### src/rtl/mcg_pkg.sv
// ----------------------------------------------------------------------------
// mcg_pkg: shared types and constants of the midpoint circle generator
// Field widths, opcodes, register indexes and the job record that the front
// end hands to the back end.
// ----------------------------------------------------------------------------
package mcg_pkg;

   localparam int unsigned PX_W    = 10;
   localparam int unsigned PY_W    = 9;
   localparam int unsigned RAD_W   = 9;
   localparam int unsigned COLOR_W = 8;
   localparam int unsigned STEP_W  = 10;
   localparam int unsigned SCALE_W = STEP_W + 1;
   localparam int unsigned DEC_W   = 14;
   localparam int unsigned COORD_W = 13;
   localparam int unsigned CSR_W   = 10;
   localparam int unsigned CSR_IDX_W = 1;

   localparam int unsigned QUEUE_DEPTH_DEF = 2;

   localparam logic OP_START = 1'b0;
   localparam logic OP_TICK  = 1'b1;

   localparam logic [CSR_IDX_W-1:0] CSR_X_LIMIT = 1'b0;
   localparam logic [CSR_IDX_W-1:0] CSR_Y_LIMIT = 1'b1;

   localparam logic [PX_W-1:0] X_LIMIT_RST = 10'd719;
   localparam logic [PY_W-1:0] Y_LIMIT_RST = 9'd347;

   localparam logic [DEC_W-1:0] DEC_INIT    = 14'd3;
   localparam logic [DEC_W-1:0] DEC_INC_NEG = 14'd6;
   localparam logic [DEC_W-1:0] DEC_INC_POS = 14'd10;

   localparam logic [2:0] POINT_LAST = 3'd7;

   typedef struct packed {
      logic                 done;
      logic [PX_W-1:0]      cx;
      logic [PY_W-1:0]      cy;
      logic [STEP_W-1:0]    x;
      logic [STEP_W-1:0]    y;
      logic [SCALE_W-1:0]   sx;
      logic [SCALE_W-1:0]   sy;
      logic [COLOR_W-1:0]   color;
   } job_type;

endpackage

### src/rtl/midpoint_circle_generator_top.sv
// ----------------------------------------------------------------------------
// midpoint_circle_generator_top: midpoint circle generator
// Flow: a tick beat's results pass through the job queue and then the result
//   register; a start beat gives no result.
// Throughput: one result beat per cycle while results are popped, so eight
//   beats per plotting tick, set by the one-point-per-cycle back end.
// Reset: synchronous; clears the iterator to idle, empties the job queue and
//   the result register, and restores the screen limits to 719 by 347.
// ----------------------------------------------------------------------------
module midpoint_circle_generator_top import mcg_pkg::*; #(
   parameter int unsigned QUEUE_DEPTH = QUEUE_DEPTH_DEF
) (
   input  logic                 clock,
   input  logic                 reset,
   input  logic                 req_push,
   output logic                 req_full,
   input  logic                 req_op,
   input  logic [PX_W-1:0]      req_center_x,
   input  logic [PY_W-1:0]      req_center_y,
   input  logic [RAD_W-1:0]     req_radius,
   input  logic [COLOR_W-1:0]   req_color,
   output logic                 rsp_empty,
   input  logic                 rsp_pop,
   output logic [PX_W-1:0]      rsp_pixel_x,
   output logic [PY_W-1:0]      rsp_pixel_y,
   output logic [COLOR_W-1:0]   rsp_pixel_value,
   output logic                 rsp_visible,
   output logic                 rsp_last,
   output logic                 rsp_done_res,
   input  logic                 csr_wr_en,
   input  logic [CSR_IDX_W-1:0] csr_index,
   input  logic [CSR_W-1:0]     csr_wdata
);

   logic    q_push;
   logic    q_pop;
   logic    q_full;
   logic    q_empty;
   job_type q_job;
   job_type q_head;

   mcg_front u_front (
      .clock        (clock),
      .reset        (reset),
      .req_push     (req_push),
      .req_full     (req_full),
      .req_op       (req_op),
      .req_center_x (req_center_x),
      .req_center_y (req_center_y),
      .req_radius   (req_radius),
      .req_color    (req_color),
      .q_full       (q_full),
      .q_push       (q_push),
      .q_job        (q_job)
   );

   mcg_fifo #(
      .DEPTH (QUEUE_DEPTH)
   ) u_fifo (
      .clock    (clock),
      .reset    (reset),
      .push     (q_push),
      .push_job (q_job),
      .pop      (q_pop),
      .full     (q_full),
      .empty    (q_empty),
      .head     (q_head)
   );

   mcg_back u_back (
      .clock           (clock),
      .reset           (reset),
      .csr_wr_en       (csr_wr_en),
      .csr_index       (csr_index),
      .csr_wdata       (csr_wdata),
      .q_empty         (q_empty),
      .q_head          (q_head),
      .q_pop           (q_pop),
      .rsp_empty       (rsp_empty),
      .rsp_pop         (rsp_pop),
      .rsp_pixel_x     (rsp_pixel_x),
      .rsp_pixel_y     (rsp_pixel_y),
      .rsp_pixel_value (rsp_pixel_value),
      .rsp_visible     (rsp_visible),
      .rsp_last        (rsp_last),
      .rsp_done_res    (rsp_done_res)
   );

   a_reset_empty: assert property (@(posedge clock) reset |=> rsp_empty)
      else $error("result beat pending after reset");

   a_done_is_last: assert property (@(posedge clock) disable iff (reset)
      (!rsp_empty && rsp_done_res) |-> (rsp_last && !rsp_visible))
      else $error("done beat not last or flagged visible");

   a_hidden_zero: assert property (@(posedge clock) disable iff (reset)
      (!rsp_empty && !rsp_visible) |-> (rsp_pixel_x == '0 && rsp_pixel_y == '0))
      else $error("hidden point carries coordinates");

   a_queue_ready: assert property (@(posedge clock) disable iff (reset)
      (q_push && !q_pop) |=> !q_empty)
      else $error("queued job lost");

endmodule

### src/rtl/mcg_front.sv
// ----------------------------------------------------------------------------
// mcg_front: request front end
// Accepts start and tick beats, runs the midpoint iterator state and queues
// one job per tick that produces results.
// ----------------------------------------------------------------------------
module mcg_front import mcg_pkg::*; (
   input  logic                 clock,
   input  logic                 reset,
   input  logic                 req_push,
   output logic                 req_full,
   input  logic                 req_op,
   input  logic [PX_W-1:0]      req_center_x,
   input  logic [PY_W-1:0]      req_center_y,
   input  logic [RAD_W-1:0]     req_radius,
   input  logic [COLOR_W-1:0]   req_color,
   input  logic                 q_full,
   output logic                 q_push,
   output job_type              q_job
);

   logic [STEP_W-1:0]  step_x_ff, step_x_in;
   logic [STEP_W-1:0]  step_y_ff, step_y_in;
   logic [DEC_W-1:0]   dec_ff, dec_in;
   logic [PX_W-1:0]    cx_ff, cx_in;
   logic [PY_W-1:0]    cy_ff, cy_in;
   logic [COLOR_W-1:0] color_ff, color_in;
   logic               active_ff, active_in;

   logic accept;
   logic x_lt_y;
   logic x_eq_y;

   assign req_full = q_full;
   assign accept   = req_push && !q_full;
   assign x_lt_y   = step_x_ff < step_y_ff;
   assign x_eq_y   = step_x_ff == step_y_ff;

   always_comb begin
      q_job.done  = !active_ff;
      q_job.cx    = active_ff ? cx_ff : '0;
      q_job.cy    = active_ff ? cy_ff : '0;
      q_job.x     = step_x_ff;
      q_job.y     = step_y_ff;
      q_job.sx    = {1'b0, step_x_ff} + {2'b00, step_x_ff[STEP_W-1:1]};
      q_job.sy    = {1'b0, step_y_ff} + {2'b00, step_y_ff[STEP_W-1:1]};
      q_job.color = active_ff ? color_ff : '0;
   end

   assign q_push = accept && (req_op == OP_TICK) && (!active_ff || x_lt_y || x_eq_y);

   always_comb begin
      step_x_in = step_x_ff;
      step_y_in = step_y_ff;
      dec_in    = dec_ff;
      cx_in     = cx_ff;
      cy_in     = cy_ff;
      color_in  = color_ff;
      active_in = active_ff;
      if (accept) begin
         if (req_op == OP_START) begin
            cx_in     = req_center_x;
            cy_in     = req_center_y;
            color_in  = req_color;
            step_x_in = '0;
            step_y_in = STEP_W'(req_radius);
            dec_in    = DEC_INIT - DEC_W'({req_radius, 1'b0});
            active_in = 1'b1;
         end else if (active_ff) begin
            if (x_lt_y) begin
               // advance the iterator
               if (dec_ff[DEC_W-1]) begin
                  dec_in = dec_ff + DEC_W'({step_x_ff, 2'b00}) + DEC_INC_NEG;
               end else begin
                  dec_in = dec_ff + DEC_W'({step_x_ff, 2'b00})
                           - DEC_W'({step_y_ff, 2'b00}) + DEC_INC_POS;
                  step_y_in = step_y_ff - STEP_W'(1);
               end
               step_x_in = step_x_ff + STEP_W'(1);
            end else begin
               active_in = 1'b0;
            end
         end
      end
   end

   always_ff @(posedge clock) begin
      if (reset) begin
         step_x_ff <= '0;
         step_y_ff <= '0;
         dec_ff    <= '0;
         cx_ff     <= '0;
         cy_ff     <= '0;
         color_ff  <= '0;
         active_ff <= 1'b0;
      end else begin
         step_x_ff <= step_x_in;
         step_y_ff <= step_y_in;
         dec_ff    <= dec_in;
         cx_ff     <= cx_in;
         cy_ff     <= cy_in;
         color_ff  <= color_in;
         active_ff <= active_in;
      end
   end

endmodule

### src/rtl/mcg_fifo.sv
// ----------------------------------------------------------------------------
// mcg_fifo: job queue
// Short first-in first-out queue of jobs between the front and back ends.
// ----------------------------------------------------------------------------
module mcg_fifo import mcg_pkg::*; #(
   parameter int unsigned DEPTH = QUEUE_DEPTH_DEF
) (
   input  logic    clock,
   input  logic    reset,
   input  logic    push,
   input  job_type push_job,
   input  logic    pop,
   output logic    full,
   output logic    empty,
   output job_type head
);

   localparam int unsigned PTR_W = (DEPTH > 1) ? $clog2(DEPTH) : 1;
   localparam int unsigned CNT_W = $clog2(DEPTH + 1);

   job_type            mem_ff [DEPTH];
   logic [PTR_W-1:0]   wr_ptr_ff, wr_ptr_in;
   logic [PTR_W-1:0]   rd_ptr_ff, rd_ptr_in;
   logic [CNT_W-1:0]   count_ff, count_in;
   logic               do_push;
   logic               do_pop;

   assign full    = count_ff == CNT_W'(DEPTH);
   assign empty   = count_ff == '0;
   assign do_push = push && !full;
   assign do_pop  = pop && !empty;
   assign head    = mem_ff[rd_ptr_ff];

   always_comb begin
      wr_ptr_in = wr_ptr_ff;
      rd_ptr_in = rd_ptr_ff;
      count_in  = count_ff;
      if (do_push) begin
         wr_ptr_in = (wr_ptr_ff == PTR_W'(DEPTH - 1)) ? '0 : wr_ptr_ff + PTR_W'(1);
      end
      if (do_pop) begin
         rd_ptr_in = (rd_ptr_ff == PTR_W'(DEPTH - 1)) ? '0 : rd_ptr_ff + PTR_W'(1);
      end
      if (do_push && !do_pop) begin
         count_in = count_ff + CNT_W'(1);
      end else if (do_pop && !do_push) begin
         count_in = count_ff - CNT_W'(1);
      end
   end

   always_ff @(posedge clock) begin
      if (reset) begin
         wr_ptr_ff <= '0;
         rd_ptr_ff <= '0;
         count_ff  <= '0;
      end else begin
         wr_ptr_ff <= wr_ptr_in;
         rd_ptr_ff <= rd_ptr_in;
         count_ff  <= count_in;
      end
   end

   always_ff @(posedge clock) begin
      if (do_push) begin
         mem_ff[wr_ptr_ff] <= push_job;
      end
   end

endmodule

### src/rtl/mcg_back.sv
// ----------------------------------------------------------------------------
// mcg_back: pixel back end
// Expands each queued job into its eight octant points, or one done beat,
// clips them against the screen limits and holds them in the result register.
// ----------------------------------------------------------------------------
module mcg_back import mcg_pkg::*; (
   input  logic                 clock,
   input  logic                 reset,
   input  logic                 csr_wr_en,
   input  logic [CSR_IDX_W-1:0] csr_index,
   input  logic [CSR_W-1:0]     csr_wdata,
   input  logic                 q_empty,
   input  job_type              q_head,
   output logic                 q_pop,
   output logic                 rsp_empty,
   input  logic                 rsp_pop,
   output logic [PX_W-1:0]      rsp_pixel_x,
   output logic [PY_W-1:0]      rsp_pixel_y,
   output logic [COLOR_W-1:0]   rsp_pixel_value,
   output logic                 rsp_visible,
   output logic                 rsp_last,
   output logic                 rsp_done_res
);

   logic [PX_W-1:0]    x_limit_ff;
   logic [PY_W-1:0]    y_limit_ff;
   logic [2:0]         point_ff, point_in;
   logic               valid_ff, valid_in;
   logic [PX_W-1:0]    px_ff, px_in;
   logic [PY_W-1:0]    py_ff, py_in;
   logic [COLOR_W-1:0] value_ff, value_in;
   logic               vis_ff, vis_in;
   logic               last_ff, last_in;
   logic               done_ff, done_in;

   logic               advance;
   logic               swap;
   logic               neg_h;
   logic               neg_v;
   logic [SCALE_W-1:0] h_off;
   logic [STEP_W-1:0]  v_off;
   logic [COORD_W-1:0] px_full;
   logic [COORD_W-1:0] py_full;
   logic               in_x;
   logic               in_y;
   logic               job_last;

   assign advance = !valid_ff || rsp_pop;

   // octant order: swap on points 1,2,5,6; left half 4..7; upper rows 2..5
   assign swap  = point_ff[0] ^ point_ff[1];
   assign neg_h = point_ff[2];
   assign neg_v = point_ff[2] ^ point_ff[1];
   assign h_off = swap ? q_head.sy : q_head.sx;
   assign v_off = swap ? q_head.x  : q_head.y;

   assign px_full = neg_h ? (COORD_W'(q_head.cx) - COORD_W'(h_off))
                          : (COORD_W'(q_head.cx) + COORD_W'(h_off));
   assign py_full = neg_v ? (COORD_W'(q_head.cy) - COORD_W'(v_off))
                          : (COORD_W'(q_head.cy) + COORD_W'(v_off));

   assign in_x = (px_full[COORD_W-1:PX_W] == '0) && (px_full[PX_W-1:0] <= x_limit_ff);
   assign in_y = (py_full[COORD_W-1:PY_W] == '0) && (py_full[PY_W-1:0] <= y_limit_ff);

   assign job_last = q_head.done || (point_ff == POINT_LAST);
   assign q_pop    = advance && !q_empty && job_last;

   always_comb begin
      point_in = point_ff;
      valid_in = valid_ff;
      px_in    = px_ff;
      py_in    = py_ff;
      value_in = value_ff;
      vis_in   = vis_ff;
      last_in  = last_ff;
      done_in  = done_ff;
      if (advance) begin
         valid_in = !q_empty;
         if (!q_empty) begin
            point_in = job_last ? 3'd0 : point_ff + 3'd1;
            value_in = q_head.color;
            last_in  = job_last;
            done_in  = q_head.done;
            vis_in   = !q_head.done && in_x && in_y;
            px_in    = (!q_head.done && in_x && in_y) ? px_full[PX_W-1:0] : '0;
            py_in    = (!q_head.done && in_x && in_y) ? py_full[PY_W-1:0] : '0;
         end
      end
   end

   always_ff @(posedge clock) begin
      if (reset) begin
         point_ff <= '0;
         valid_ff <= 1'b0;
      end else begin
         point_ff <= point_in;
         valid_ff <= valid_in;
      end
   end

   always_ff @(posedge clock) begin
      px_ff    <= px_in;
      py_ff    <= py_in;
      value_ff <= value_in;
      vis_ff   <= vis_in;
      last_ff  <= last_in;
      done_ff  <= done_in;
   end

   always_ff @(posedge clock) begin
      if (reset) begin
         x_limit_ff <= X_LIMIT_RST;
         y_limit_ff <= Y_LIMIT_RST;
      end else if (csr_wr_en) begin
         unique case (csr_index)
            CSR_X_LIMIT: x_limit_ff <= csr_wdata[PX_W-1:0];
            CSR_Y_LIMIT: y_limit_ff <= csr_wdata[PY_W-1:0];
            default: ;
         endcase
      end
   end

   assign rsp_empty       = !valid_ff;
   assign rsp_pixel_x     = px_ff;
   assign rsp_pixel_y     = py_ff;
   assign rsp_pixel_value = value_ff;
   assign rsp_visible     = vis_ff;
   assign rsp_last        = last_ff;
   assign rsp_done_res    = done_ff;

endmodule

### config.mk
export PLATFORM = sky130hd
export DESIGN_NAME = midpoint_circle_generator_top
export DESIGN_NICKNAME = d
export VERILOG_FILES = /design/src/rtl/mcg_pkg.sv /design/src/rtl/midpoint_circle_generator_top.sv /design/src/rtl/mcg_front.sv /design/src/rtl/mcg_fifo.sv /design/src/rtl/mcg_back.sv
export SDC_FILE = /design/constraint.sdc
export NUM_CORES = 1
export LEC_CHECK = 0
export BUFFER_PORTS_ARGS = -buffer_cell sky130_fd_sc_hd__buf_2
export CAP_MARGIN = 20
export CELL_PAD_IN_SITES_DETAIL_PLACEMENT = 0
export CELL_PAD_IN_SITES_GLOBAL_PLACEMENT = 2
export CORE_ASPECT_RATIO = 1.2
export CORE_MARGIN = 4
export CORE_UTILIZATION = 41
export CTS_CLUSTER_SIZE = 25
export DETAILED_ROUTE_END_ITERATION = 6
export PLACE_DENSITY_LB_ADDON = 0.1
export SYNTH_ARGS = -nofsm -noshare
export SYNTH_HDL_FRONTEND = slang
export SYNTH_SLANG_ARGS = --single-unit
### constraint.sdc
create_clock -name clock -period 7.29 [get_ports clock]
set_input_delay 0.729 -clock clock [delete_from_list [all_inputs] [get_ports clock]]
set_output_delay 0.729 -clock clock [all_outputs]
set_load 0.02 [all_outputs]
* After elaboration in Yosys (flattened, before gate mapping)
Memories as Yosys holds them, arrays and structs flattened. A register that Yosys moved wholly into a read port is not among the register bits. Cells that the tools add are included.
Cells by class: add/subtract/negate cells 18, order comparisons 3, equality and inequality tests 6, mux-type cells 30, bitwise operators 5, reductions and logical operators 34
Operators with widths (count):
- 10-bit 2-to-1 mux | 9
- 14-bit 2-to-1 mux | 4
- 13-bit 2-to-1 mux | 2
- 10-bit by 9-bit adder with 11-bit output | 2
- 14-bit by 12-bit adder with 14-bit output | 1
- 14-bit by 3-bit adder with 14-bit output, second input constant | 1
- 14-bit by 4-bit adder with 14-bit output, second input constant | 1
- 14-bit by 12-bit subtractor with 14-bit output | 1
- 1-bit logical AND | 13
- 10-bit by 11-bit adder with 12-bit output | 1
- 10-bit by 11-bit subtractor with 12-bit output | 1
- 9-bit by 10-bit adder with 11-bit output | 1
- 11-bit 2-to-1 mux | 1
- 2-bit by 10-bit subtractor with 11-bit output, first input constant | 1
- 9-bit by 10-bit subtractor with 11-bit output | 1
- 10-bit by 1-bit adder with 10-bit output, second input constant | 1
- 10-bit == test | 1
- 10-bit <= comparator | 1
- 10-bit < comparator | 1
- 10-bit by 1-bit subtractor with 10-bit output, second input constant | 1
- 9-bit <= comparator | 1
- 1-bit 2-to-1 mux | 9
- 9-bit 2-to-1 mux | 1
- 8-bit 2-to-1 mux | 1
- other kinds (21) | 39
Storage, ports and cells: bits in registers 119, memory bits (writable) 140, input bits 53, output and inout bits 32, logic and storage cells 117, memories 1
Memories:
- u_fifo.mem_ff | words 2, bits a word 70, rd ports 1, clocked after Yosys merged registers in 1, write ports 1, line mcg_fifo.sv:21 | job_type mem_ff [DEPTH];

* Longest topological paths before layout
Gate-level depths: netlist of run 1.
depth after elaboration 10, mapped depth 24, depth with buffers taken out 21

* Hierarchy
From an unflattened synthesis of run 1, not the netlist that was laid out.
Unflattened totals: cells, all modules 1425, area, all modules 15097.0 um^2
Modules (own cells, without submodules):
- mcg_fifo | instances 1, cells each 243, area each 5250.0 um^2, seq. area each 4304.1 um^2
- mcg_front | instances 1, cells each 673, area each 5241.3 um^2, seq. area each 1221.2 um^2
- mcg_back | instances 1, cells each 509, area each 4605.7 um^2, seq. area each 1361.3 um^2

* Worst setup path after synthesis of run 1
OpenSTA, ideal clock, no wires.
kind reg-to-reg, from reg (tool-made name), to reg u_back.py_ff[4], in the netlist u_back.rsp_pixel_y[4], data pin, data arrival time 5.101 ns, slack 2.031 ns, cell stages (with the launch flop) 22, buffers on the path 4, path through dfxtp_1 -> buf_2 -> clkbuf_1 -> clkbuf_1 -> mux2_2 -> ha_1 -> or2_2 -> a21oi_1 -> a31oi_1 -> a21o_1 -> a21oi_1 -> xor2_1 -> a21oi_1 -> ha_1 -> nand4_1 -> nor2_1 -> nand3_1 -> a21oi_1 -> nand4_1 -> or4_4 -> buf_6 -> a211oi_2
RTL lines:
- end signal: assignment | line mcg_back.sv:103 | py_ff <= py_in;
- end: declaration | line mcg_back.sv:30 | logic [PY_W-1:0] py_ff, py_in;

==> impl_results.html, run 1 <==
<table>
<tr><th>Metric</th><th>Value</th></tr>
<tr><th colspan="2">Route</th></tr>
<tr><td>Via count</td><td>10000</td></tr>
<tr><td>Number of violations reported at the end of detailed-routing iteration 0</td><td>442</td></tr>
<tr><td>Wire length on met2</td><td>18800 um</td></tr>
<tr><td>Met3 routed WL</td><td>about 870 um</td></tr>
<tr><td>Detailed-router iteration count before antenna repair</td><td>4</td></tr>
<tr><td>Detailed-route wire length on metal 1</td><td>14800 um</td></tr>
<tr><td>Wire length per cell</td><td>18.4 um</td></tr>
<tr><td>Detailed Route WL</td><td>35400 um</td></tr>
<tr><td>Post-route antenna net violation count</td><td>0</td></tr>
<tr><td>Max Used Layer</td><td>met4</td></tr>
<tr><td>Number of remaining DRC errors</td><td>0</td></tr>
<tr><td>Post-detailed-route via-to-cell ratio</td><td>5.23</td></tr>
<tr><th colspan="2">Clock tree</th></tr>
<tr><td>Count of cells resized by post-cts repair</td><td>0</td></tr>
<tr><td>Total clock buffers created by CTS</td><td>28</td></tr>
<tr><td>Hold-fix buffer count after cts</td><td>0</td></tr>
<tr><td>Cell chosen for the clock root</td><td>sky130_fd_sc_hd__clkbuf_16</td></tr>
<tr><td>Clk buf depth</td><td>3</td></tr>
<tr><td>CTS H-tree depth</td><td>1</td></tr>
<tr><td>Post-CTS Setup Repair Bufs</td><td>0</td></tr>
<tr><td>TritonCTS clock tree</td><td>built</td></tr>
<tr><td>Worst-Skew Late Latency</td><td>about 0.55 ns</td></tr>
<tr><td>Sink count of the clock tree</td><td>259</td></tr>
<tr><td>Clock slew at reported path FFs</td><td>0.06 ns</td></tr>
<tr><th colspan="2">Power</th></tr>
<tr><td>P per Cell Area</td><td>roughly 350 nW/um^2</td></tr>
<tr><td>Worst IR drop on VDD</td><td>178 uV</td></tr>
<tr><td>Pleak</td><td>6.62 nW</td></tr>
<tr><th colspan="2">Synthesis</th></tr>
<tr><td>Area share of the largest cell type after synthesis</td><td>a little over a third</td></tr>
<tr><td>Cell types occupying the most area after synthesis</td><td>sky130_fd_sc_hd__edfxtp_1 35%, sky130_fd_sc_hd__dfxtp_1 12%, sky130_fd_sc_hd__ha_1 12%, sky130_fd_sc_hd__a21oi_1 3.3%, sky130_fd_sc_hd__mux4_2 3.3%</td></tr>
<tr><td>FF+latch count, synth</td><td>~260</td></tr>
<tr><td>Dominant register cell in the synthesized netlist</td><td>sky130_fd_sc_hd__edfxtp_1</td></tr>
<tr><td>Fraction of the yosys area taken by sequential cells</td><td>47.5%</td></tr>
<tr><td>Syn avg cell area</td><td>10.8 sq um</td></tr>
<tr><td>Synthesized netlist net count</td><td>1545</td></tr>
<tr><td>Distinct cell type count of the synthesized netlist</td><td>slightly above 70</td></tr>
<tr><td>Number of enable-type register cells in the synthesized netlist</td><td>170</td></tr>
<tr><td>Async SR Flop Fraction</td><td>0%</td></tr>
<tr><td>Syn. warnings</td><td>0</td></tr>
<tr><td>Number of standard cells after synthesis</td><td>1349</td></tr>
<tr><td>Largest area contributor in the synthesized netlist</td><td>sky130_fd_sc_hd__edfxtp_1</td></tr>
<tr><td>Netlist area before placement</td><td>14500 sq um</td></tr>
<tr><th colspan="2">Die</th></tr>
<tr><td>Initial Utilization</td><td>41.5%</td></tr>
<tr><td>Top-Level Pins</td><td>85</td></tr>
<tr><td>Area of the core</td><td>34900 sq um</td></tr>
<tr><td>Rows</td><td>75</td></tr>
<tr><td>Chip width</td><td>180 um</td></tr>
<tr><td>Die span in y</td><td>214 um</td></tr>
<tr><td>Die area</td><td>38500 sq um</td></tr>
<tr><th colspan="2">Timing</th></tr>
<tr><td>Post-layout minimum cycle time</td><td>5.54 ns</td></tr>
<tr><td>Final TNS setup</td><td>0 ns</td></tr>
<tr><td>Transition time at the pin with the least slew margin</td><td>0.998 ns</td></tr>
<tr><td>Final critical-path setup slack</td><td>around 1.7 ns</td></tr>
<tr><td>Number of failing setup endpoints in the final timing report</td><td>0</td></tr>
<tr><td>Final period util</td><td>76.0%</td></tr>
<tr><td>Final Skew</td><td>0.0103 ns</td></tr>
<tr><td>RSZ-0062 raised after global routing</td><td>false</td></tr>
<tr><td>Number of failing hold endpoints at the final stage</td><td>0</td></tr>
<tr><td>Relative slew slack</td><td>31.8%</td></tr>
<tr><td>Total count of max-transition violations in the final report</td><td>0</td></tr>
<tr><td>Upper clock frequency limit</td><td>180 MHz</td></tr>
<tr><th colspan="2">Final layout</th></tr>
<tr><td>Utilization of the core after routing</td><td>between 40% and 50%</td></tr>
<tr><td>Number of nets in the finished design</td><td>1631</td></tr>
<tr><td>Highest-count cells in the layout ignoring fill and taps</td><td>170 x sky130_fd_sc_hd__edfxtp_1, 136 x sky130_fd_sc_hd__ha_1, 117 x sky130_fd_sc_hd__nand2_1</td></tr>
<tr><td>Layout cells sized above 1</td><td>14.5%</td></tr>
<tr><td>Filler cells</td><td>around 3300</td></tr>
<tr><td>Most common library cell in the layout ignoring fill and taps</td><td>sky130_fd_sc_hd__edfxtp_1</td></tr>
<tr><td>Number of inserted diodes</td><td>0</td></tr>
<tr><td>Post-layout instance area</td><td>16400 sq um</td></tr>
<tr><td>Synthesis-to-layout area growth</td><td>13.2%</td></tr>
<tr><th colspan="2">Placement</th></tr>
<tr><td>Worst setup slack after placement</td><td>1.69 ns</td></tr>
<tr><td>Global placement routability congestion</td><td>0.844</td></tr>
<tr><td>Standard cell area after detailed placement</td><td>between 15000 and 20000 sq um</td></tr>
<tr><td>DP HPWL</td><td>between 20000 and 30000 um</td></tr>
<tr><td>Number of input and output port buffers inserted</td><td>84</td></tr>
<tr><th colspan="2">Worst hold path</th></tr>
<tr><td>Worst hold start</td><td>csr_wdata[9]</td></tr>
<tr><td>Hold/Removal Path Class</td><td>in -&gt; reg</td></tr>
<tr><th colspan="2">Global routing</th></tr>
<tr><td>Vias in the first global route</td><td>10400</td></tr>
<tr><td>Global route total overflow</td><td>0</td></tr>
<tr><td>Number of antenna violations at the first check in global routing</td><td>0</td></tr>
<tr><td>First-pass GRT wire length</td><td>56700 um</td></tr>
<tr><td>Maximum number of pins on one net before global-route repair</td><td>66</td></tr>
<tr><td>GRT Util Overall</td><td>18.3%</td></tr>
<tr><th colspan="2">Worst setup path</th></tr>
<tr><td>Element type at the critical path start</td><td>flop</td></tr>
<tr><td>Crit path capture type</td><td>flop</td></tr>
<tr><td>Critical-path cell list</td><td>buf_4 -&gt; mux4_2 -&gt; ha_1 -&gt; fa_1 -&gt; nor2b_1 -&gt; o21bai_2 -&gt; a221oi_2 -&gt; o41ai_1 -&gt; nor2_1 -&gt; a21oi_1 -&gt; xor2_1 -&gt; ha_1 -&gt; nand4_1 -&gt; nor2_1 -&gt; o21ai_0 -&gt; nand3_1 -&gt; a21oi_1 -&gt; nand4_1 -&gt; or4_4 -&gt; a211oi_2</td></tr>
<tr><td>Arrival time of the worst setup path</td><td>5.94 ns</td></tr>
<tr><td>Crit path to</td><td>u_back.rsp_pixel_y[4]$_SDFFCE_PN0P_</td></tr>
<tr><td>Worst Reg-to-Reg Cells</td><td>20</td></tr>
<tr><td>Worst setup path class</td><td>reg -&gt; reg</td></tr>
<tr><td>Delay contributed by the slowest stage of the critical path</td><td>0.68 ns</td></tr>
<tr><td>Worst Path Required</td><td>~7.7 ns</td></tr>
<tr><td>RR Endpoint</td><td>u_back.rsp_pixel_y[4]$_SDFFCE_PN0P_</td></tr>
<tr><td>Slowest stage cell on the critical path</td><td>sky130_fd_sc_hd__or4_4</td></tr>
<tr><td>Internal reg-to-reg setup slack</td><td>1.75 ns</td></tr>
<tr><td>Crit Path Max Fanout</td><td>17</td></tr>
<tr><th colspan="2">Flow run</th></tr>
<tr><td>Max capacitance violation total</td><td>0</td></tr>
<tr><th colspan="2">Run status</th></tr>
<tr><td>Outcome</td><td>finished, final reports clean</td></tr>
</table>
==> kinds of logic (layout without fill, tap and decap cells) <==
kind of cell    Yosys count  count (layout)  share of synthesized area, %
simple gates            383             383                          12.8
compound gates          292             292                          13.1
flops                   259             259                          47.5
buf+inv                 148             256                          3.92
fa+ha+maj               143             143                          12.7
xor+xnor                 67              67                          4.05
mux                      57              57                          6.00
==> flip-flops by register name, summed over array words and instances (netlist names), 10 cells and up, named ones only <==
register and count:
u_back.rsp_pixel_x 10, u_front.dec_ff 13, u_fifo.mem_ff 140, u_front.cx_ff 10, u_back.x_limit_ff 10, u_front.step_y_ff 10, u_front.step_x_ff 10
==> synthesized netlist by cell type (all sizes together) (5+ instances only) <==
cell / count
edfxtp: 170
ha: 136
nand2: 117
inv: 104
a21oi: 97
nor2: 93
dfxtp: 89
o21ai: 52
xnor2: 44
clkbuf: 35
and2: 29
mux2: 29
nor3: 26
nor2b: 25
nand3: 24
xor2: 23
a211oi: 22
mux4: 21
a21o: 18
nand2b: 17
a211o: 13
o21a: 13
o31ai: 13
and3: 10
nand4: 10
buf: 9
a22oi: 8
o21bai: 8
fa: 7
mux2i: 7
or3: 7
a21boi: 6
and3b: 6
a31oi: 5
o31a: 5
==> routing by layer <==
metal  GRT usage [%]  vias to the layer above
met3            1.73                       52
met2            34.9                      126
li1                -                     5051
met4            5.34                        0
met5               0                        -
met1            21.7                     4810
==> power breakdown <==
| group | switching, W | total (W) | internal [W] |
|---|---|---|---|
| clock | 0.000590 | 0.00141 | 0.000817 |
| combinational | 0.00137 | 0.00233 | 0.000958 |
| sequential | 0.000102 | 0.00193 | 0.00183 |
==> area by class of cell <==
type	instances	area [sq um]	area share, %
Clock buffer	37	764	4.66
Sequential cell	259	6890	42.0
Inverter	104	390	2.38
Multi-Input combinational cell	942	7070	43.1
Timing Repair Buffer	100	566	3.45
Tap cell	462	578	3.52
Clock inverter	15	159	0.968
==> critical path, delay by kind of cell, from the launching register on <==
| family | cells | cell delay (ns) |
|---|---|---|
| compound gates | 7 | 1.37 |
| simple gates | 7 | 1.29 |
| fa+ha+maj | 3 | 0.89 |
| flops | 1 | 0.61 |
| mux | 1 | 0.57 |
| buf+inv | 1 | 0.42 |
| xor+xnor | 1 | 0.22 |
==> through the flow <==
step                hold WS (ns)  cells  power, W
floorplan                  0.432   1349   0.00366
global placement           0.437   1865   0.00431
detailed placement         0.442   1865   0.00432
CTS                        0.358   1917   0.00575
global route               0.384   1919   0.00607
finish                     0.382   1919   0.00566
==> worst min-delay path by stage <==
stage                                                    to  cells after the start
after global placement     u_front.color_ff[1]$_SDFFE_PP0P_                      2
after CTS                 u_back.x_limit_ff[9]$_SDFFE_PP1P_                      2
final                     u_back.x_limit_ff[9]$_SDFFE_PP1P_                      2
after global routing      u_back.x_limit_ff[0]$_SDFFE_PP1P_                      2
after detailed placement   u_front.color_ff[5]$_SDFFE_PP0P_                      2
after floorplan            u_front.color_ff[0]$_SDFFE_PP0P_                      2
Note: power is estimated with default switching activity, not from simulation.
==> run 2: changes to the inputs <==
- CORE_UTILIZATION: 41 -> 37
- clock period: 7.29 -> 4.7 ns (I/O delays scaled with it)
==> run 2 against run 1 <==
Sequential power rose by 55%. Wire length rose by 5.4%. Critical path depth rose by 1. First-iteration DRC count fell by 2.7%. Clock power rose by 68%. Critical endpoint is now u_back.rsp_pixel_x[6]$_SDFFCE_PN0P_. Highest routed layer unchanged.
==> impl_results.html, run 2 (synthesis gave the netlist of run 1 again) <==
<table>
<tr><th>Metric</th><th>Value</th></tr>
<tr><th colspan="2">Final layout</th></tr>
<tr><td>Number of flip-flops in the largest register</td><td>140 (unchanged)</td></tr>
<tr><td>Register ranked first by flip-flop count</td><td>u_fifo.mem_ff</td></tr>
<tr><td>Post-layout instance area</td><td>17400 sq um (+5.9%)</td></tr>
<tr><td>Most common library cell in the layout ignoring fill and taps</td><td>sky130_fd_sc_hd__edfxtp_1</td></tr>
<tr><td>Utilization of the core after routing</td><td>44.9% (-2.1 points)</td></tr>
<tr><td>Number of nets in the finished design</td><td>1704 (+4.5%)</td></tr>
<tr><td>Highest-count cells in the layout ignoring fill and taps</td><td>170 x sky130_fd_sc_hd__edfxtp_1, 132 x sky130_fd_sc_hd__ha_1, 117 x sky130_fd_sc_hd__nand2_1</td></tr>
<tr><td>Layout cells sized above 1</td><td>21.2% (+6.7 points)</td></tr>
<tr><td>Synthesis-to-layout area growth</td><td>19.9%</td></tr>
<tr><td>Registers with the highest flip-flop counts</td><td>u_fifo.mem_ff (140), u_front.dec_ff (13)</td></tr>
<tr><th colspan="2">Worst setup path</th></tr>
<tr><td>Worst Reg-to-Reg Cells</td><td>21 (+5.0%)</td></tr>
<tr><td>Element type at the critical path start</td><td>flop</td></tr>
<tr><td>Number of buffers and inverters on the critical path</td><td>4 (+3)</td></tr>
<tr><td>CP delay by family, top</td><td>simple AND/OR/NAND/NOR gates</td></tr>
<tr><td>Crit path capture type</td><td>flop</td></tr>
<tr><td>Worst setup path class</td><td>reg -&gt; reg</td></tr>
<tr><td>Worst Path Required</td><td>5.11 ns (-2.58 ns)</td></tr>
<tr><td>Depth of the critical timing path with buffers and inverters included</td><td>21 (+5.0%)</td></tr>
<tr><td>Slowest stage cell on the critical path</td><td>sky130_fd_sc_hd__or4_4</td></tr>
<tr><td>Crit Path Max Fanout</td><td>11 (-6)</td></tr>
<tr><td>Critical-path cell list</td><td>ha_4 -&gt; buf_12 -&gt; mux4_2 -&gt; inv_1 -&gt; ha_1 -&gt; or2_2 -&gt; a21oi_4 -&gt; a31oi_2 -&gt; a21o_1 -&gt; a21oi_2 -&gt; xor2_1 -&gt; a21oi_2 -&gt; ha_1 -&gt; buf_4 -&gt; o2111ai_1 -&gt; nand3_1 -&gt; a21oi_2 -&gt; nand4_1 -&gt; buf_4 -&gt; or4_4 -&gt; nor2b_1</td></tr>
<tr><td>Arrival time of the worst setup path</td><td>4.99 ns (-0.95 ns)</td></tr>
<tr><td>Most numerous cell on the critical path</td><td>sky130_fd_sc_hd__a21oi_2</td></tr>
<tr><td>Delay contributed by the slowest stage of the critical path</td><td>0.51 ns (-0.17 ns)</td></tr>
<tr><th colspan="2">Timing</th></tr>
<tr><td>Number of failing hold endpoints at the final stage</td><td>0 (unchanged)</td></tr>
<tr><td>Upper clock frequency limit</td><td>219 MHz (+21%)</td></tr>
<tr><td>Post-layout minimum cycle time</td><td>4.57 ns (-0.969 ns)</td></tr>
<tr><td>Final TNS setup</td><td>0 ns (unchanged)</td></tr>
<tr><td>Final Skew</td><td>0.0243 ns (+0.0140 ns)</td></tr>
<tr><td>Relative slew slack</td><td>34.6% (+2.8 points)</td></tr>
<tr><td>Total count of max-transition violations in the final report</td><td>0 (unchanged)</td></tr>
<tr><td>RSZ-0062 raised after global routing</td><td>true</td></tr>
<tr><td>Number of failing setup endpoints in the final timing report</td><td>0 (unchanged)</td></tr>
<tr><td>Transition time at the pin with the least slew margin</td><td>0.981 ns (-0.0165 ns)</td></tr>
<tr><td>Final period util</td><td>97.3% (+21 points)</td></tr>
<tr><td>Hold WS</td><td>0.108 ns (-0.274 ns)</td></tr>
<tr><th colspan="2">Power</th></tr>
<tr><td>Worst IR drop on VDD</td><td>287 uV (+62%)</td></tr>
<tr><td>Pleak</td><td>7.07 nW (+6.7%)</td></tr>
<tr><td>Clock Power Share</td><td>24.5% (-0.3 points)</td></tr>
<tr><td>Reg power frac</td><td>31.0% (-3.0 points)</td></tr>
<tr><td>Post-route total power</td><td>0.00965 W (+70%)</td></tr>
<tr><td>Combinational share of power</td><td>44.5% (+3.4 points)</td></tr>
<tr><td>Internal Power</td><td>0.00621 W (+73%)</td></tr>
<tr><td>Switching part of the total power</td><td>35.6% (-0.85 points)</td></tr>
<tr><td>P per Cell Area</td><td>555 nW/um^2 (+61%)</td></tr>
<tr><td>Net switching component of the power</td><td>0.00343 W (+66%)</td></tr>
<tr><th colspan="2">Placement</th></tr>
<tr><td>Number of input and output port buffers inserted</td><td>84 (unchanged)</td></tr>
<tr><td>DP HPWL</td><td>28600 um (+5.9%)</td></tr>
<tr><td>Global placement routability congestion</td><td>0.805 (-4.6%)</td></tr>
<tr><td>Standard cell area after detailed placement</td><td>16100 sq um (+3.9%)</td></tr>
<tr><th colspan="2">Route</th></tr>
<tr><td>Post-detailed-route via-to-cell ratio</td><td>5.00 (-4.5%)</td></tr>
<tr><td>Via count</td><td>10300 (+2.4%)</td></tr>
<tr><td>Number of remaining DRC errors</td><td>0 (unchanged)</td></tr>
<tr><td>Wire length per cell</td><td>18.1 um (-1.7%)</td></tr>
<tr><td>Post-route antenna net violation count</td><td>0 (unchanged)</td></tr>
<tr><td>Detailed Route WL</td><td>37300 um (+5.4%)</td></tr>
<tr><td>Detailed-router iteration count before antenna repair</td><td>4 (unchanged)</td></tr>
<tr><td>Number of violations reported at the end of detailed-routing iteration 0</td><td>430 (-2.7%)</td></tr>
<tr><th colspan="2">Global routing</th></tr>
<tr><td>First-pass GRT wire length</td><td>58100 um (+2.4%)</td></tr>
<tr><td>Global route total overflow</td><td>0 (unchanged)</td></tr>
<tr><td>Vias in the first global route</td><td>10600 (+1.9%)</td></tr>
<tr><td>Maximum number of pins on one net before global-route repair</td><td>71 (+7.6%)</td></tr>
<tr><td>GRT Util Overall</td><td>17.5% (-0.78 points)</td></tr>
<tr><td>Number of antenna violations at the first check in global routing</td><td>0 (unchanged)</td></tr>
<tr><th colspan="2">Clock tree</th></tr>
<tr><td>Sink count of the clock tree</td><td>259 (unchanged)</td></tr>
<tr><td>Clock slew at reported path FFs</td><td>0.06 ns (about the same)</td></tr>
<tr><td>Worst-Skew Late Latency</td><td>0.58 ns (+0.03 ns)</td></tr>
<tr><td>Cell chosen for the clock root</td><td>sky130_fd_sc_hd__clkbuf_16</td></tr>
<tr><td>Total clock buffers created by CTS</td><td>28 (unchanged)</td></tr>
<tr><td>TritonCTS clock tree</td><td>built</td></tr>
<tr><td>Clk buf depth</td><td>3 (unchanged)</td></tr>
<tr><td>CTS H-tree depth</td><td>1 (unchanged)</td></tr>
<tr><th colspan="2">Die</th></tr>
<tr><td>Die area</td><td>42400 sq um (+10%)</td></tr>
<tr><td>Chip width</td><td>189 um (+5.0%)</td></tr>
<tr><td>Rows</td><td>79 (+5.3%)</td></tr>
<tr><td>Die span in y</td><td>225 um (+5.1%)</td></tr>
<tr><td>Area of the core</td><td>38700 sq um (+11%)</td></tr>
<tr><td>Initial Utilization</td><td>37.4% (-4.1 points)</td></tr>
<tr><td>Top-Level Pins</td><td>85 (unchanged)</td></tr>
<tr><th colspan="2">Run status</th></tr>
<tr><td>Outcome</td><td>finished, final reports clean</td></tr>
<tr><th colspan="2">Flow run</th></tr>
<tr><td>Max capacitance violation total</td><td>0 (unchanged)</td></tr>
<tr><th colspan="2">Worst hold path</th></tr>
<tr><td>Hold/Removal Path Class</td><td>in -&gt; reg</td></tr>
<tr><td>Worst Hold Depth</td><td>2 (unchanged)</td></tr>
</table>
run 2: cell types whose count changed in the layout (fill, tap and decap cells not counted), moves of 3 or more:
cell                       change
sky130_fd_sc_hd__a21oi_1      -12
sky130_fd_sc_hd__a21oi_2      +10
sky130_fd_sc_hd__buf_4        +69
sky130_fd_sc_hd__clkbuf_1      -5
sky130_fd_sc_hd__clkbuf_8      +3
sky130_fd_sc_hd__ha_1          -4
sky130_fd_sc_hd__ha_4          +3
run 2: worst paths after layout:
check | from | to | slack [ns]
worst max register to register | u_back.point_ff[0]$_SDFFE_PP0P_ | u_back.rsp_pixel_x[6]$_SDFFCE_PN0P_ | 0.13
worst max-delay path | u_back.point_ff[0]$_SDFFE_PP0P_ | u_back.rsp_pixel_x[6]$_SDFFCE_PN0P_ | 0.13
worst min register to register | u_front.color_ff[4]$_SDFFE_PP0P_ | u_front.color_ff[4]$_SDFFE_PP0P_ | 0.45
worst min-delay path | csr_wdata[9] | u_back.x_limit_ff[9]$_SDFFE_PP1P_ | 0.11
run 2: power by group through the flow:
stage          logic, W  registers [W]  clock network (W)
4_1_cts         0.00415        0.00299            0.00244
3_3_place_gp    0.00405        0.00303                  0
3_5_place_dp    0.00406        0.00304                  0
6_report        0.00429        0.00299            0.00237
5_1_grt         0.00478        0.00303            0.00253
2_1_floorplan   0.00251        0.00317                  0
run 2: layout make-up:
cell class,instances,area [sq um]
antenna,1,2.50
clock buffer,35,787
clock inverter,17,230
fill,3743,21400
inverter,104,390
multi-input combinational,943,7290
sequential,259,6890
tap,526,658
timing repair buffer,172,1140
run 2: worst reg2reg max path, delay by kind of cell (launching register included):
family / cells / cell delay [ns]
AOI/OAI and AO/OA: 7 / 0.87
xor gates and xnor gates: 1 / 0.24
adders and majority gates: 3 / 0.87
buffers and inverters: 4 / 0.54
DFF: 1 / 0.33
muxes: 1 / 0.31
and+or+nand+nor: 5 / 1.23
run 2: what timing repair did:
item	4_1_cts	5_1_grt
buffers inserted	3	7
endpoints found under the hold margin	0	0
hold buffers	0	0
pin swaps	7	24
cloned	1	0
setup endpoints to repair	14	20
resized for setup	11	40
run 2: layer usage:
| layer | part of all wire, % | vias up | wire length [um] | GRT usage, % |
|---|---|---|---|---|
| met3 | 2.3 | 37 | 847 | 1.80 |
| met5 | 0 | - | 0 | 0 |
| met2 | 54 | 110 | 20000 | 34.2 |
| li1 | - | 5193 | - | - |
| met1 | 42 | 4939 | 15700 | 20.5 |
| met4 | 2.0 | 0 | 742 | 4.16 |
run 2: per-stage QoR:
step / cells / worst slack (ns)
6_report: 2057 / 0.128
5_1_grt: 2056 / -0.149
4_1_cts: 2049 / 0.000778
3_5_place_dp: 1994 / -0.195
3_3_place_gp: 1994 / -0.0760
2_1_floorplan: 1349 / -0.315
==> run 3: changes to the inputs <==
- SLEW_MARGIN: default -> 20
- clock period: 4.7 -> 4.2 ns (I/O delays scaled with it)
==> run 3 against run 2 <==
Clock skew is 0.0075 ns lower. Critical path depth stayed put. Global-route usage is 0.37 points higher. Highest routed layer unchanged. Non-clock buffer count is 55 higher. The flow now finishes with violations (setup timing). Final area is 1.6% higher. Sequential cell count stayed put. Clock power is 7% higher. Largest power group unchanged.
==> impl_results.html, run 3 (synthesis gave the netlist of run 1 again) <==
<table>
<tr><th>Metric</th><th>Value</th></tr>
<tr><th colspan="2">Run status</th></tr>
<tr><td>Outcome</td><td>finished, violations left</td></tr>
<tr><td>Violations in the final reports</td><td>setup timing</td></tr>
<tr><th colspan="2">Final layout</th></tr>
<tr><td>Layout cells sized above 1</td><td>23.2% (+2.0 points)</td></tr>
<tr><td>Number of flip-flops in the largest register</td><td>140 (unchanged)</td></tr>
<tr><td>Number of inserted diodes</td><td>0 (-1)</td></tr>
<tr><td>Final instance count without filler cells</td><td>2113 (+2.7%)</td></tr>
<tr><td>Highest-count cells in the layout ignoring fill and taps</td><td>170 x sky130_fd_sc_hd__edfxtp_1, 140 x sky130_fd_sc_hd__buf_4, 133 x sky130_fd_sc_hd__ha_1</td></tr>
<tr><td>Synthesis-to-layout area growth</td><td>21.8%</td></tr>
<tr><td>Registers with the highest flip-flop counts</td><td>u_fifo.mem_ff (140), u_front.dec_ff (13)</td></tr>
<tr><td>Number of nets in the finished design</td><td>1760 (+3.3%)</td></tr>
<tr><td>Register ranked first by flip-flop count</td><td>u_fifo.mem_ff</td></tr>
<tr><td>Most common library cell in the layout ignoring fill and taps</td><td>sky130_fd_sc_hd__edfxtp_1</td></tr>
<tr><th colspan="2">Clock tree</th></tr>
<tr><td>Total clock buffers created by CTS</td><td>29 (+3.6%)</td></tr>
<tr><td>Sink count of the clock tree</td><td>259 (unchanged)</td></tr>
<tr><td>Clock slew at reported path FFs</td><td>0.07 ns (about the same)</td></tr>
<tr><td>Clk buf depth</td><td>3 (unchanged)</td></tr>
<tr><td>TritonCTS clock tree</td><td>built</td></tr>
<tr><td>Hold-fix buffer count after cts</td><td>0 (unchanged)</td></tr>
<tr><td>Cell chosen for the clock root</td><td>sky130_fd_sc_hd__clkbuf_16</td></tr>
<tr><td>Worst-Skew Late Latency</td><td>0.57 ns (about the same)</td></tr>
<tr><td>CTS H-tree depth</td><td>1 (unchanged)</td></tr>
<tr><th colspan="2">Global routing</th></tr>
<tr><td>Vias in the first global route</td><td>10900 (+3.0%)</td></tr>
<tr><td>Number of antenna violations at the first check in global routing</td><td>0 (unchanged)</td></tr>
<tr><td>GRT Util Overall</td><td>17.9% (+0.37 points)</td></tr>
<tr><td>First-pass GRT wire length</td><td>60000 um (+3.3%)</td></tr>
<tr><td>Global route total overflow</td><td>0 (unchanged)</td></tr>
<tr><td>Maximum number of pins on one net before global-route repair</td><td>71 (unchanged)</td></tr>
<tr><th colspan="2">Route</th></tr>
<tr><td>Detailed Route WL</td><td>37800 um (+1.4%)</td></tr>
<tr><td>Detailed-route wire length on metal 1</td><td>15800 um (+0.71%)</td></tr>
<tr><td>Wire length on met2</td><td>20300 um (+1.4%)</td></tr>
<tr><td>Wire length per cell</td><td>17.9 um (-1.3%)</td></tr>
<tr><td>Post-route antenna net violation count</td><td>0 (unchanged)</td></tr>
<tr><td>Detailed-router iteration count before antenna repair</td><td>5 (+1)</td></tr>
<tr><td>Met3 routed WL</td><td>1020 um (+20%)</td></tr>
<tr><td>Max Used Layer</td><td>met4</td></tr>
<tr><td>Post-detailed-route via-to-cell ratio</td><td>4.97 (-0.46%)</td></tr>
<tr><td>Via count</td><td>10500 (+2.2%)</td></tr>
<tr><td>Number of remaining DRC errors</td><td>0 (unchanged)</td></tr>
<tr><td>Number of violations reported at the end of detailed-routing iteration 0</td><td>454 (+5.6%)</td></tr>
<tr><th colspan="2">Timing</th></tr>
<tr><td>Relative slew slack</td><td>35.3% (+0.73 points)</td></tr>
<tr><td>Final critical-path setup slack</td><td>-0.476 ns (-0.604 ns)</td></tr>
<tr><td>Post-layout minimum cycle time</td><td>4.68 ns (+0.104 ns)</td></tr>
<tr><td>Total count of max-transition violations in the final report</td><td>0 (unchanged)</td></tr>
<tr><td>Number of failing hold endpoints at the final stage</td><td>0 (unchanged)</td></tr>
<tr><td>Upper clock frequency limit</td><td>214 MHz (-2.2%)</td></tr>
<tr><td>Final period util</td><td>111% (+14 points)</td></tr>
<tr><td>Final Skew</td><td>0.0168 ns (-0.00750 ns)</td></tr>
<tr><td>RSZ-0062 raised after global routing</td><td>true</td></tr>
<tr><td>Transition time at the pin with the least slew margin</td><td>0.970 ns (-0.0109 ns)</td></tr>
<tr><td>Number of failing setup endpoints in the final timing report</td><td>20 (+20)</td></tr>
<tr><th colspan="2">Worst setup path</th></tr>
<tr><td>Number of buffers and inverters on the critical path</td><td>2 (-2)</td></tr>
<tr><td>Element type at the critical path start</td><td>flop</td></tr>
<tr><td>Worst setup path class</td><td>reg -&gt; reg</td></tr>
<tr><td>Worst Path Required</td><td>4.63 ns (-0.48 ns)</td></tr>
<tr><td>Slowest stage cell on the critical path</td><td>sky130_fd_sc_hd__or4_4</td></tr>
<tr><td>Critical-path cell list</td><td>mux4_2 -&gt; buf_6 -&gt; ha_4 -&gt; fa_2 -&gt; nor2b_4 -&gt; o21bai_4 -&gt; a221oi_4 -&gt; o41ai_2 -&gt; nor2_1 -&gt; a21oi_2 -&gt; xor2_1 -&gt; ha_1 -&gt; nand4_1 -&gt; nor2_1 -&gt; o21ai_1 -&gt; nand3_1 -&gt; a21oi_2 -&gt; nand4_1 -&gt; buf_4 -&gt; or4_4 -&gt; nor2b_1</td></tr>
<tr><td>Delay contributed by the slowest stage of the critical path</td><td>0.57 ns (+0.06 ns)</td></tr>
<tr><td>Arrival time of the worst setup path</td><td>5.10 ns (+0.11 ns)</td></tr>
<tr><td>Crit path capture type</td><td>flop</td></tr>
<tr><td>CP delay by family, top</td><td>simple AND/OR/NAND/NOR gates</td></tr>
<tr><td>Crit Path Max Fanout</td><td>7 (-4)</td></tr>
<tr><th colspan="2">Die</th></tr>
<tr><td>Area of the core</td><td>38700 sq um (unchanged)</td></tr>
<tr><td>Initial Utilization</td><td>37.4% (unchanged)</td></tr>
<tr><td>Rows</td><td>79 (unchanged)</td></tr>
<tr><td>Die area</td><td>42400 sq um (unchanged)</td></tr>
<tr><td>Die span in y</td><td>225 um (unchanged)</td></tr>
<tr><td>Chip width</td><td>189 um (unchanged)</td></tr>
<tr><td>Top-Level Pins</td><td>85 (unchanged)</td></tr>
<tr><th colspan="2">Power</th></tr>
<tr><td>Post-route total power</td><td>0.0109 W (+13%)</td></tr>
<tr><td>Worst IR drop on VDD</td><td>308 uV (+7.2%)</td></tr>
<tr><td>P per Cell Area</td><td>616 nW/um^2 (+11%)</td></tr>
<tr><td>Pleak</td><td>7.30 nW (+3.2%)</td></tr>
<tr><th colspan="2">Worst hold path</th></tr>
<tr><td>Hold/Removal Path Class</td><td>in -&gt; reg</td></tr>
<tr><th colspan="2">Placement</th></tr>
<tr><td>DP HPWL</td><td>29000 um (+1.5%)</td></tr>
<tr><td>Global placement routability congestion</td><td>0.770 (-4.4%)</td></tr>
<tr><td>Cell total after placement</td><td>2054 (+3.0%)</td></tr>
<tr><td>Number of input and output port buffers inserted</td><td>84 (unchanged)</td></tr>
<tr><th colspan="2">Flow run</th></tr>
<tr><td>Max capacitance violation total</td><td>0 (unchanged)</td></tr>
</table>
[run 3: cell count changes in the layout (fill, tap and decap cells not counted), moves of 2 or more]
cell / change
sky130_fd_sc_hd__bufinv_16: -2
sky130_fd_sc_hd__a21oi_4: -2
sky130_fd_sc_hd__clkinv_4: +2
sky130_fd_sc_hd__buf_4: +57
sky130_fd_sc_hd__buf_12: -2
sky130_fd_sc_hd__clkbuf_1: +2
sky130_fd_sc_hd__clkbuf_8: -4
sky130_fd_sc_hd__nor2_4: +2
sky130_fd_sc_hd__a21oi_1: +5
sky130_fd_sc_hd__nor2_2: -2
sky130_fd_sc_hd__a21oi_2: -3
sky130_fd_sc_hd__inv_6: +3
[run 3: worst register-to-register path: stages (launching register included)]
cell and delay, ns:
sky130_fd_sc_hd__dfxtp_4 0.41, sky130_fd_sc_hd__mux4_2 0.57, sky130_fd_sc_hd__buf_6 0.15, sky130_fd_sc_hd__ha_4 0.15, sky130_fd_sc_hd__fa_2 0.34, sky130_fd_sc_hd__nor2b_4 0.14, sky130_fd_sc_hd__o21bai_4 0.16, sky130_fd_sc_hd__a221oi_4 0.09
sky130_fd_sc_hd__o41ai_2 0.35, sky130_fd_sc_hd__nor2_1 0.09, sky130_fd_sc_hd__a21oi_2 0.13, sky130_fd_sc_hd__xor2_1 0.21, sky130_fd_sc_hd__ha_1 0.28, sky130_fd_sc_hd__nand4_1 0.09, sky130_fd_sc_hd__nor2_1 0.06, sky130_fd_sc_hd__o21ai_1 0.07
sky130_fd_sc_hd__nand3_1 0.10, sky130_fd_sc_hd__a21oi_2 0.17, sky130_fd_sc_hd__nand4_1 0.14, sky130_fd_sc_hd__buf_4 0.16, sky130_fd_sc_hd__or4_4 0.57, sky130_fd_sc_hd__nor2b_1 0.14
[run 3: timing repair]
action / CTS / global route
pin swaps: 2 / 3
setup buffers: 2 / 2
endpoints found under the setup margin: 20 / 22
resized for setup: 9 / 12
gates cloned: 1 / 0
[run 3: per-stage QoR]
| stage | instance area (sq um) | setup slack, ns | hold WS (ns) | TNS [ns] | util, % |
|---|---|---|---|---|---|
| finish | 17700 | -0.476 | 0.0628 | -8.14 | 45.6 |
| detailed placement | 16600 | -0.609 | 0.443 | -8.83 | 42.7 |
| global route | 17700 | -0.793 | 0.0440 | -14.41 | 45.6 |
| CTS | 17600 | -0.500 | 0.0249 | -8.12 | 45.4 |
| global placement | 16600 | -0.518 | 0.437 | -7.07 | 42.7 |
| floorplan | 14600 | -0.815 | 0.432 | -116.61 | - |
[run 3: final timing paths]
check	cells after the start	start	slack [ns]	endpoint
worst max register to register	21	flop	-0.48	u_back.rsp_pixel_y[7]$_SDFFCE_PN0P_
worst min-delay path	2	csr_wdata[9]	0.06	u_back.x_limit_ff[9]$_SDFFE_PP1P_
worst min register to register	2	u_front.color_ff[7]$_SDFFE_PP0P_	0.45	u_front.color_ff[7]$_SDFFE_PP0P_
worst max-delay path	21	flop	-0.48	u_back.rsp_pixel_y[7]$_SDFFCE_PN0P_
[run 3: cell type report]
class	instances	area, sq um
inverters	104	390
fillers	3756	21100
repair buffers	227	1530
flip-flops and latches	259	6890
well taps	526	658
clock inverters	20	203
clock buffers	34	764
multi-input cells	943	7220
[run 3: metal layers]
metal | vias to the layer above | global-route usage, %
met5 | - | 0
met4 | 0 | 4.09
met3 | 42 | 1.74
met2 | 118 | 34.7
met1 | 5042 | 21.2
li1 | 5308 | -
[run 3: power breakdown]
group	leakage, nW	switching, W	internal [W]
logic	4.48	0.00260	0.00239
registers	2.35	0.000176	0.00317
clock network	0.463	0.00109	0.00145
